### config.mk
export PLATFORM = sky130hd
export DESIGN_NAME = greedy_edge_consuming_walk
export DESIGN_NICKNAME = d
export VERILOG_FILES = /design/src/design/gecw_pkg.sv /design/src/design/gecw_ram.sv /design/src/design/greedy_edge_consuming_walk.sv
export VERILOG_INCLUDE_DIRS = /design/src /design/src/design
export SDC_FILE = /design/constraint.sdc
export NUM_CORES = 1
export LEC_CHECK = 0
export BUFFER_PORTS_ARGS = -buffer_cell sky130_fd_sc_hd__buf_2
export CELL_PAD_IN_SITES_DETAIL_PLACEMENT = 0
export CELL_PAD_IN_SITES_GLOBAL_PLACEMENT = 1
export CORE_MARGIN = 5
export CORE_UTILIZATION = 45
export DETAILED_ROUTE_END_ITERATION = 7
export PLACE_DENSITY = 0.84
export SLEW_MARGIN = 20
export SYNTH_ARGS = -nofsm -noshare
export SYNTH_HDL_FRONTEND = slang
export SYNTH_SLANG_ARGS = --single-unit
### constraint.sdc
create_clock -name clk -period 2.8 [get_ports clk]
set_input_delay 0.56 -clock clk [delete_from_list [all_inputs] [get_ports clk]]
set_output_delay 0.56 -clock clk [all_outputs]
set_load 0.005 [all_outputs]
### src/design/greedy_edge_consuming_walk_assert.svh
// Assertion macros for the greedy edge consuming walk block.
// Each macro expects a clock named clk and an active-low reset named arst_n in scope.
`ifndef GREEDY_EDGE_CONSUMING_WALK_ASSERT_SVH
`define GREEDY_EDGE_CONSUMING_WALK_ASSERT_SVH

// Same-cycle implication.
`define GECW_ASSERT_IMPL(lbl, ante, cons) \
	lbl: assert property (@(posedge clk) disable iff (!arst_n) (ante) |-> (cons)) \
		else $error("gecw assertion failed");

// Next-cycle implication.
`define GECW_ASSERT_NEXT(lbl, ante, cons) \
	lbl: assert property (@(posedge clk) disable iff (!arst_n) (ante) |=> (cons)) \
		else $error("gecw assertion failed");

`endif

### src/design/gecw_pkg.sv
// Package for the greedy edge consuming walk block.
// Holds the request and result item types and the request codes; no dependencies.
`timescale 1ns / 1ps

package gecw_pkg;

	localparam int VTX_W = 3;
	localparam int ROW_W = 8;

	// Request codes
	localparam logic [1:0] REQ_EDGE = 2'd0;
	localparam logic [1:0] REQ_WALK = 2'd1;
	localparam logic [1:0] REQ_READ = 2'd2;

	// Result kinds
	localparam logic KIND_WALK = 1'b0;
	localparam logic KIND_ROW  = 1'b1;

	typedef struct packed {
		logic [1:0]       req_type;
		logic [VTX_W-1:0] vertex_a;
		logic [VTX_W-1:0] vertex_b;
		logic             edge_value;
	} req_t;

	typedef struct packed {
		logic             result_kind;
		logic [VTX_W-1:0] vertex;
		logic [ROW_W-1:0] row_bits;
		logic             last;
	} rsp_t;

endpackage

### src/design/gecw_ram.sv
// Generic single-port-write, single-port-read RAM with registered read data.
// No dependencies.
`timescale 1ns / 1ps

module gecw_ram #(
	parameter int WIDTH = 8,
	parameter int DEPTH = 8
) (
	input  logic                     clk,
	input  logic                     we,
	input  logic [$clog2(DEPTH)-1:0] waddr,
	input  logic [WIDTH-1:0]         wdata,
	input  logic                     re,
	input  logic [$clog2(DEPTH)-1:0] raddr,
	output logic [WIDTH-1:0]         rdata
);

	logic [WIDTH-1:0] mem [DEPTH];

	// Write port and registered read port
	always_ff @(posedge clk) begin
		if (we) begin
			mem[waddr] <= wdata;
		end
		if (re) begin
			rdata <= mem[raddr];
		end
	end

endmodule

### src/design/greedy_edge_consuming_walk.sv
// Greedy edge consuming walk: top level.
// Depends on gecw_pkg, gecw_ram and greedy_edge_consuming_walk_assert.svh.
//
// Usage
//   req channel (req_valid / req_ready / req) takes one request item at a time:
//   an edge write, a walk from vertex_a, or a read of row vertex_a.
//   rsp channel (rsp_valid / rsp_ready / rsp) returns result items; a walk
//   returns the start vertex and then every vertex reached, the final one
//   with last set. A row read returns one item; an edge write returns none.
// Sequencing
//   The adjacency rows sit in a NODES-deep RAM with registered read data.
//   Edge write: read a, write a / read b, write b; a self-loop ends after the write of a.
//   Row read: the result is registered in S_RD once the output register is free.
//   Walk: start vertex registered in S_WK_START, then each edge to a different vertex
//   via S_WK_STEP (write current row, read next row) and S_WK_LOAD (write next row),
//   a self-loop in S_WK_STEP alone. The next request is taken when the walk ends.
// Reset and stalls
//   Reset clears the per-row valid flags at once; an unwritten row reads as
//   empty, so no clearing pass is needed. While rsp is stalled the walk holds
//   its place; a request is still taken while a finished result waits.
`timescale 1ns / 1ps
`include "greedy_edge_consuming_walk_assert.svh"

module greedy_edge_consuming_walk #(
	parameter int NODES = 8
) (
	input  logic             clk,
	input  logic             arst_n,
	input  logic             req_valid,
	output logic             req_ready,
	input  gecw_pkg::req_t   req,
	output logic             rsp_valid,
	input  logic             rsp_ready,
	output gecw_pkg::rsp_t   rsp
);

	localparam int AW = $clog2(NODES);
	localparam logic [NODES-1:0] ROW_ONE = {{(NODES-1){1'b0}}, 1'b1};

	typedef enum logic [2:0] {
		S_IDLE,
		S_EW_A,
		S_EW_B,
		S_RD,
		S_WK_START,
		S_WK_STEP,
		S_WK_LOAD
	} state_t;

	state_t         state_q;
	gecw_pkg::req_t op_q;
	gecw_pkg::rsp_t rsp_q;
	logic           rsp_valid_q;
	logic [NODES-1:0] valid_q;
	logic [NODES-1:0] cur_row_q;
	logic [AW-1:0]    u_q;
	logic [AW-1:0]    v_q;
	logic             rd_valid_s1;

	logic             ram_we;
	logic [AW-1:0]    ram_waddr;
	logic [NODES-1:0] ram_wdata;
	logic             ram_re;
	logic [AW-1:0]    ram_raddr;
	logic [NODES-1:0] ram_rdata;
	logic             rd_ok;

	logic             a_ok;
	logic             b_ok;
	logic             req_a_ok;
	logic [AW-1:0]    aa;
	logic [AW-1:0]    ba;
	logic [NODES-1:0] rrow;
	logic [AW-1:0]    v_lo;
	logic [NODES-1:0] step_row;
	logic [NODES-1:0] load_row;
	logic [NODES-1:0] ew_a_row;
	logic [NODES-1:0] ew_b_row;
	logic             out_free;
	logic             rsp_load;

	gecw_ram #(
		.WIDTH (NODES),
		.DEPTH (NODES)
	) u_adj_ram (
		.clk   (clk),
		.we    (ram_we),
		.waddr (ram_waddr),
		.wdata (ram_wdata),
		.re    (ram_re),
		.raddr (ram_raddr),
		.rdata (ram_rdata)
	);

	// Range checks and row arithmetic
	assign a_ok     = {1'b0, op_q.vertex_a} < (gecw_pkg::VTX_W + 1)'(NODES);
	assign b_ok     = {1'b0, op_q.vertex_b} < (gecw_pkg::VTX_W + 1)'(NODES);
	assign req_a_ok = {1'b0, req.vertex_a} < (gecw_pkg::VTX_W + 1)'(NODES);
	assign aa       = op_q.vertex_a[AW-1:0];
	assign ba       = op_q.vertex_b[AW-1:0];
	assign rrow     = rd_valid_s1 ? ram_rdata : '0;
	assign step_row = cur_row_q & ~(ROW_ONE << v_lo);
	assign load_row = rrow & ~(ROW_ONE << u_q);
	assign ew_a_row = (rrow & ~(ROW_ONE << ba)) | ({NODES{op_q.edge_value}} & (ROW_ONE << ba));
	assign ew_b_row = (rrow & ~(ROW_ONE << aa)) | ({NODES{op_q.edge_value}} & (ROW_ONE << aa));
	assign out_free = !rsp_valid_q || rsp_ready;

	// A new result item enters the output register this cycle
	assign rsp_load = out_free && ((state_q == S_RD) || (state_q == S_WK_START)
		|| (state_q == S_WK_LOAD) || (state_q == S_WK_STEP && v_lo == u_q));

	// Lowest-numbered neighbor of the current vertex
	always_comb begin
		v_lo = '0;
		for (int k = NODES - 1; k >= 0; k--) begin
			if (cur_row_q[k]) begin
				v_lo = AW'(k);
			end
		end
	end

	// RAM port control
	always_comb begin
		ram_we    = 1'b0;
		ram_waddr = '0;
		ram_wdata = '0;
		ram_re    = 1'b0;
		ram_raddr = '0;
		rd_ok     = 1'b0;
		unique case (state_q)
			S_IDLE: begin
				ram_re    = req_valid;
				ram_raddr = req.vertex_a[AW-1:0];
				rd_ok     = req_a_ok && valid_q[req.vertex_a[AW-1:0]];
			end
			S_EW_A: begin
				if (a_ok && b_ok) begin
					ram_we    = 1'b1;
					ram_waddr = aa;
					ram_wdata = ew_a_row;
					ram_re    = (aa != ba);
					ram_raddr = ba;
					rd_ok     = valid_q[ba];
				end
			end
			S_EW_B: begin
				ram_we    = 1'b1;
				ram_waddr = ba;
				ram_wdata = ew_b_row;
			end
			S_WK_STEP: begin
				if (out_free) begin
					ram_we    = 1'b1;
					ram_waddr = u_q;
					ram_wdata = step_row;
					ram_re    = (v_lo != u_q);
					ram_raddr = v_lo;
					rd_ok     = valid_q[v_lo];
				end
			end
			S_WK_LOAD: begin
				if (out_free) begin
					ram_we    = 1'b1;
					ram_waddr = v_q;
					ram_wdata = load_row;
				end
			end
			default: begin
			end
		endcase
	end

	// Sequencer, row flags and result register
	always_ff @(posedge clk or negedge arst_n) begin
		if (!arst_n) begin
			state_q     <= S_IDLE;
			op_q        <= '0;
			rsp_q       <= '0;
			rsp_valid_q <= 1'b0;
			valid_q     <= '0;
			cur_row_q   <= '0;
			u_q         <= '0;
			v_q         <= '0;
			rd_valid_s1 <= 1'b0;
		end else begin
			if (rsp_load) begin
				rsp_valid_q <= 1'b1;
			end else if (rsp_ready) begin
				rsp_valid_q <= 1'b0;
			end
			if (ram_we) begin
				valid_q[ram_waddr] <= 1'b1;
			end
			if (ram_re) begin
				rd_valid_s1 <= rd_ok;
			end
			unique case (state_q)
				S_IDLE: begin
					if (req_valid) begin
						op_q <= req;
						unique case (req.req_type)
							gecw_pkg::REQ_EDGE: state_q <= S_EW_A;
							gecw_pkg::REQ_WALK: state_q <= S_WK_START;
							gecw_pkg::REQ_READ: state_q <= S_RD;
							default:            state_q <= S_IDLE;
						endcase
					end
				end
				S_EW_A: begin
					// a self-loop edge is done after the first write
					state_q <= (a_ok && b_ok && aa != ba) ? S_EW_B : S_IDLE;
				end
				S_EW_B: begin
					state_q <= S_IDLE;
				end
				S_RD: begin
					if (out_free) begin
						rsp_q.result_kind <= gecw_pkg::KIND_ROW;
						rsp_q.vertex      <= op_q.vertex_a;
						rsp_q.row_bits    <= gecw_pkg::ROW_W'(rrow);
						rsp_q.last        <= 1'b1;
						state_q           <= S_IDLE;
					end
				end
				S_WK_START: begin
					if (out_free) begin
						rsp_q.result_kind <= gecw_pkg::KIND_WALK;
						rsp_q.vertex      <= op_q.vertex_a;
						rsp_q.row_bits    <= '0;
						rsp_q.last        <= (rrow == '0);
						cur_row_q         <= rrow;
						u_q               <= aa;
						state_q           <= (rrow == '0) ? S_IDLE : S_WK_STEP;
					end
				end
				S_WK_STEP: begin
					if (out_free) begin
						if (v_lo == u_q) begin
							// self-loop: row already in hand, no second read
							rsp_q.result_kind <= gecw_pkg::KIND_WALK;
							rsp_q.vertex      <= gecw_pkg::VTX_W'(v_lo);
							rsp_q.row_bits    <= '0;
							rsp_q.last        <= (step_row == '0);
							cur_row_q         <= step_row;
							state_q           <= (step_row == '0) ? S_IDLE : S_WK_STEP;
						end else begin
							v_q     <= v_lo;
							state_q <= S_WK_LOAD;
						end
					end
				end
				S_WK_LOAD: begin
					if (out_free) begin
						rsp_q.result_kind <= gecw_pkg::KIND_WALK;
						rsp_q.vertex      <= gecw_pkg::VTX_W'(v_q);
						rsp_q.row_bits    <= '0;
						rsp_q.last        <= (load_row == '0);
						cur_row_q         <= load_row;
						u_q               <= v_q;
						state_q           <= (load_row == '0) ? S_IDLE : S_WK_STEP;
					end
				end
				default: begin
					state_q <= S_IDLE;
				end
			endcase
		end
	end

	assign req_ready = (state_q == S_IDLE);
	assign rsp_valid = rsp_valid_q;
	assign rsp       = rsp_q;

	// Checks
	`GECW_ASSERT_IMPL(a_rw_apart, ram_we && ram_re, ram_waddr != ram_raddr)
	`GECW_ASSERT_IMPL(a_waddr_range, ram_we, 32'(ram_waddr) < NODES)
	`GECW_ASSERT_NEXT(a_load_read, state_q == S_WK_STEP && ram_re,
		state_q == S_WK_LOAD && rd_valid_s1 == $past(rd_ok))
	`GECW_ASSERT_IMPL(a_row_last, rsp_valid && rsp.result_kind == gecw_pkg::KIND_ROW, rsp.last)

endmodule

## Yosys cells after proc, flatten, opt, wreduce, memory -nomap -nowiden

Memories as Yosys holds them, arrays and structs flattened. A register that Yosys moved wholly into a read port is not among the register bits.
Index checks and enable logic that the tools add are counted.

| storage, ports and cells | value |
|---|---|
| register bits after elaboration | 47 |
| logic and storage cells | 141 |
| RAM bits | 64 |
| output and inout bits | 15 |
| memories kept | 1 |

Memories:

| memory | depth | bits a word | read ports | clocked after memory_dff | write ports | line | text |
|---|---|---|---|---|---|---|---|
| u_adj_ram.mem | 8 | 8 | 1 | 1 | 1 | gecw_ram.sv:18 | `logic [WIDTH-1:0] mem [DEPTH];` |

| cells by class | value |
|---|---|
| mux-type cells | 61 |
| reductions and logical operators | 25 |
| bitwise operators | 14 |
| equal/unequal tests | 17 |
| shift-type cells | 4 |
| order comparisons | 5 |

Operators with widths:

| kind | number |
|---|---|
| 2-to-1 mux 3 bit | 22 |
| 2-to-1 mux 13 bit | 5 |
| 2-to-1 mux 8 bit | 7 |
| case mux 13 bit (4 select lines) | 1 |
| bitwise AND 8 bit | 6 |
| inverter 8 bit | 4 |
| case mux 8 bit (4 select lines) | 1 |
| << shifter 1 x 3 -> 8 bit (first input constant) | 4 |
| logical NOT 8 bit | 3 |
| OR 8 bit | 3 |
| case mux 8 bit (3 select lines) | 1 |
| case mux 3 bit (3 select lines) | 2 |
| case mux 3 bit (6 select lines) | 1 |
| < comparator 3 x 4 -> 1 bit (second input constant) | 4 |
| case mux 3 bit (4 select lines) | 1 |
| 2-to-1 mux 1 bit | 11 |
| != test 2 bit (second input constant) | 5 |
| AND reduction 5 bit | 2 |
| binary-select mux 1 bit (select 3 bit) | 3 |
| == test 3 bit (second input constant) | 3 |
| == test 3 x 2 -> 1 bit (second input constant) | 2 |
| != test 3 bit | 2 |
| case mux 1 bit (3 select lines) | 2 |
| case mux 3 bit (2 select lines) | 1 |
| other kinds (22) | 30 |

## Depth between registers and ports, before layout

| logic depth | value |
|---|---|
| depth in word-level cells | 16 |
| depth in mapped cells | 9 |
| gate-level depth less buffers | 6 |

## Hierarchy

A second synthesis with hierarchy kept.

| second synthesis, totals | value |
|---|---|
| cell total of the unflattened synthesis | 522 |
| area total of the unflattened synthesis | 6354.8 sq um |

Modules (own cells, without submodules):

| module | area an instance (sq um) | instances | seq. area each (sq um) | cells an instance |
|---|---|---|---|---|
| greedy_edge_consuming_walk | 3583.4 | 1 | 1176.1 | 408 |
| gecw_ram | 2771.4 | 1 | 2162.1 | 114 |

## Worst setup path before layout

Ideal clock, no wire load.

| timing path | value |
|---|---|
| path kind | register to register |
| from | register cur_row_q[2] |
| to | register rsp_q (netlist bit rsp[0]) |
| arrival | 2.270 ns |
| library setup time | 0.125 ns |
| buffers on the path | 2 |
| stages on the path, launching flop included | 9 |
| setup slack | 0.405 ns |
| cells stage by stage | dfrtp_1 -> buf_2 -> or3b_1 -> o31a_1 -> o21ai_2 -> o211ai_4 -> o31ai_4 -> buf_6 -> mux2_2 |

| between the ends | value |
|---|---|
| longest elaborated chain between the ends | 10 |
| elaborated cells between the ends (all ways) | 13 |
| classes of those cells | 2 x eq/ne; 1 x shift; 6 x mux; 2 x bitwise; 2 x reduce/logical |

RTL lines:

| item | line | text |
|---|---|---|
| start: declaration | greedy_edge_consuming_walk.sv:55 | `logic [NODES-1:0] cur_row_q;` |
| start signal: assignment | greedy_edge_consuming_walk.sv:231 | `cur_row_q <= rrow;` |
| start signal: assignment | greedy_edge_consuming_walk.sv:244 | `cur_row_q <= step_row;` |
| start signal: assignment | greedy_edge_consuming_walk.sv:258 | `cur_row_q <= load_row;` |
| 2-to-1 mux 3 bit (3 in a row) | greedy_edge_consuming_walk.sv:116 | `if (cur_row_q[k]) begin` |
| << shifter 1 x 3 -> 8 bit | greedy_edge_consuming_walk.sv:102 | `assign step_row = cur_row_q & ~(ROW_ONE << v_lo);` |
| inverter 8 bit | greedy_edge_consuming_walk.sv:102 |  |
| bitwise AND 8 bit | greedy_edge_consuming_walk.sv:102 |  |
| logical NOT 8 bit | greedy_edge_consuming_walk.sv:243 | `rsp_q.last <= (step_row == '0);` |
| 2-to-1 mux 13 bit | greedy_edge_consuming_walk.sv:238 | `if (v_lo == u_q) begin` |
| 2-to-1 mux 13 bit | greedy_edge_consuming_walk.sv:237 | `if (out_free) begin` |
| case mux 13 bit (4 select lines) | greedy_edge_consuming_walk.sv:197 | `unique case (state_q)` |
| end: declaration | greedy_edge_consuming_walk.sv:52 | `gecw_pkg::rsp_t rsp_q;` |

Parallel ways exist; a longest one is shown, timed or not. The select of a mux whose other input is x is not followed.
A chain may end at the register's enable or synchronous reset.

## Worst setup path in the final report

| timing path | value |
|---|---|
| from | register cur_row_q[3] |
| to | register cur_row_q[3] |

| between the ends | value |
|---|---|
| longest elaborated chain between the ends | 10 |
| elaborated cells between the ends (all ways) | 13 |
| classes of those cells | 2 x eq/ne; 1 x shift; 7 x mux; 2 x bitwise; 1 x reduce/logical |

RTL lines:

| item | line |
|---|---|
| 2-to-1 mux 3 bit (4 in a row) | greedy_edge_consuming_walk.sv:116 |
| << shifter 1 x 3 -> 8 bit | greedy_edge_consuming_walk.sv:102 |
| inverter 8 bit | greedy_edge_consuming_walk.sv:102 |
| bitwise AND 8 bit | greedy_edge_consuming_walk.sv:102 |
| 2-to-1 mux 8 bit | greedy_edge_consuming_walk.sv:238 |
| 2-to-1 mux 8 bit | greedy_edge_consuming_walk.sv:237 |
| case mux 8 bit (3 select lines) | greedy_edge_consuming_walk.sv:197 |

Parallel ways exist; a longest one is shown, timed or not. The select of a mux whose other input is x is not followed.

==> qor.yml <==
outcome: "completed"
relSlewSlack: 0.487
r2r_slack_ns: 0.21
initial_core_util: 0.460
ant_nets: 0
cts_resized: 0
rsz0062_at_grt: "false"
synth-edff-count: 72
hold_buffers: 0
grt_pass1_wl_um: 26900
fp.dieW_um: 129
slowest_stage: "o31ai_4"
dp_cells: 775
row_count: 43
wl_um: 16800
synth_ff_type: "edfxtp_1"
synth_nets: 577
pwr-share-clk: 0.224
grt_usage: 0.212
timing.rr.end: "cur_row_q[3]"
hold_violations: 0
max_stage_delay_ns: 0.51
root_buffer: "clkbuf_16"
cts_buffer_depth: 2
setup_ws_ns: 0.208
grt_max_degree: 25
cp-start-kind: "flop"
routed-via-count: 5072
clock_skew_ns: 0.00523
ys_warn_count: 0
core_area_um2: 13900
netSwitchingFraction: 0.402
r2r_cells: 6
grt_pass1_vias: 4995
criticalPathCategory: "flop to flop"
drt-pass1-iter-count: 5
path_max_fanout: 8
ys_types: 67
ir_drop_mv: 0.671
power.density_nw_per_um2: 1210
hp-class: "primary input to asynchronous set/reset pin"
clkLatencyLatePin_ns: 0.42
setup_tns_ns: 0
final_cells: 807
cp_cell_sequence: "or3b_1, o31a_1, o21ai_2, o211ai_4, o31ai_4, mux2_2"
layout-drive-gt1-share: 0.241
finalCriticalPeriod_ns: 2.59
dieHeight_um: 129
power_uw: 9060
dpl_worst_slack_ns: 0.217
p_leak_uw: 0.00295
htree_num_levels: 4
routabilityCongestion: 0.916
place.port_buffers: 27
maxCapViolations: 0
critPathLaunch: "cur_row_q[3]"
synth_seq_cells: 119
max_freq_mhz: 386
netlist_area_um2: 6410
r2r_start: "cur_row_q[3]"
grt.overflow.total: 0
drcViolationCount: 0
async_reset_ff_frac: 0.395
worstMarginPinSlew_ns: 0.762
power_switching_uw: 3640
vias_per_cell: 6.29
ys_seq_area_frac: 0.521
nNetsFinal: 627
antenna_cells: 0
synth_cells: 564
cts-buffers-inserted: 17
critPathRequiredTime_ns: 3.10
setup_viol: 0
whs_ns: 0.118
period_share: 0.926
place_hpwl_um: 11900
intPower_uw: 5420
die-area_um2: 16700
cts.clk_slew.worst_paths_ns: 0.05
syn2layout_area_growth_pct: 17.2
postSynthAreaPerCell_um2: 11.4
seqPwrFrac: 0.343
avgRoutedWirePerCell_um: 20.8
antenna_found_initial: 0
ios: 28
crit_arrival_ns: 2.89
numClockSinks: 119
combPwrFrac: 0.433
cts_setup_buffers: 0
drtIter0Drc: 398
slew_violations: 0
endpoint_kind: "flop"
cts_tree: "yes"
[through the flow]
stage               instance area (um^2)  utilization
floorplan                           6410            -
global placement                    6960        0.499
detailed placement                  6960        0.499
CTS                                 7510        0.539
global route                        7510        0.539
finish                              7510        0.539
[critical path: cells and delay by family (launching register included)]
kind             cells  cell delay, ns
flip-flops           1            0.47
multiplexers         1            0.40
AO/OA/AOI/OAI        4            1.15
AND/OR/NAND/NOR      1            0.45
[worst max path at each step]
stage / to / cells past startpoint
after detailed placement: cur_row_q[3] / 6
after CTS: cur_row_q[3] / 6
after global placement: u_adj_ram.rdata[7] / 8
after floorplan: rsp[0] / 8
after global routing: cur_row_q[6] / 6
final: cur_row_q[3] / 6
[layer usage]
layer | global-route usage | share of wire
met1 | 0.285 | 0.41
met2 | 0.333 | 0.48
met3 | 0.0359 | 0.072
met4 | 0.108 | 0.039
met5 | 0 | 0
[power groups by stage]
stage               logic [uW]  clock network, uW  registers, uW
floorplan                 2890                  0           2740
CTS                       3880               2060           3090
global placement          3760                  0           3090
global route              4240               2140           3180
finish                    3920               2030           3110
detailed placement        3860                  0           3120
[cells in the mapped netlist, types with 4 or more instances]
| cell | instances | area share |
|---|---|---|
| edfxtp_1 | 72 | 0.34 |
| mux2i_1 | 57 | 0.089 |
| dfrtp_1 | 47 | 0.18 |
| nor2_1 | 45 | 0.026 |
| nand2_1 | 42 | 0.025 |
| mux2_2 | 30 | 0.053 |
| clkbuf_1 | 28 | 0.016 |
| o21ai_0 | 26 | 0.020 |
| a21oi_1 | 21 | 0.016 |
| nor3_1 | 12 | 0.0094 |
| a31oi_1 | 10 | 0.0098 |
| nor2b_1 | 10 | 0.0098 |
| or2_2 | 10 | 0.0098 |
| inv_1 | 8 | 0.0047 |
| nand3b_1 | 8 | 0.0094 |
| a22oi_1 | 7 | 0.0082 |
| nand3_1 | 7 | 0.0055 |
| o22ai_1 | 7 | 0.0068 |
| and3b_1 | 6 | 0.0082 |
| nand2b_1 | 6 | 0.0059 |
| nor4_1 | 6 | 0.0059 |
| o221ai_1 | 6 | 0.0082 |
| buf_2 | 5 | 0.0039 |
| o31ai_1 | 5 | 0.0059 |
| a32oi_1 | 4 | 0.0055 |
| and2_1 | 4 | 0.0039 |
| buf_1 | 4 | 0.0023 |
| mux2_1 | 4 | 0.0070 |
| mux4_2 | 4 | 0.014 |
| o211ai_1 | 4 | 0.0047 |
[layout by cell type, fill, tap and decap left out, types with 10 or more instances in the layout]
| cell type | n |
|---|---|
| o21ai_0 | 26 |
| a31oi_1 | 10 |
| mux2i_1 | 57 |
| buf_2 | 27 |
| edfxtp_1 | 72 |
| dfrtp_1 | 47 |
| buf_4 | 43 |
| nor3_1 | 12 |
| a21oi_1 | 21 |
| nor2b_1 | 10 |
| clkbuf_16 | 17 |
| nand2_1 | 42 |
| mux2_2 | 30 |
| nor2_1 | 45 |
| or2_2 | 10 |
[flip-flops by register name, summed over array words and instances, names as in the netlist]
name / count
rd_valid_s1: 1
ba: 3
cur_row_q: 8
state_q: 3
rsp: 13
aa: 3
op_q: 1
u_q: 3
v_q: 3
u_adj_ram.mem: 64
rsp_valid: 1
valid_q: 8
u_adj_ram.rdata: 8
[cell families (layout without fill, tap and decap cells)]
| logic type | count (synthesis) | in the layout | synth area share |
|---|---|---|---|
| and+or+nand+nor | 171 | 171 | 0.137 |
| AOI/OAI and AO/OA | 128 | 128 | 0.144 |
| DFF | 119 | 119 | 0.521 |
| muxes | 95 | 95 | 0.163 |
| buffers and inverters | 48 | 111 | 0.0314 |
| xor gates and xnor gates | 3 | 3 | 0.00410 |
[layout make-up]
cell class,instances,area (um^2)
Inverter,8,30.0
Clock buffer,18,429
Multi-Input combinational cell,397,2890
Sequential cell,119,3340
Timing Repair Buffer,71,478
Clock inverter,14,126
Fill cell,1167,6420
Tap cell,180,225
No activity file was read; power rests on OpenSTA's default activity.
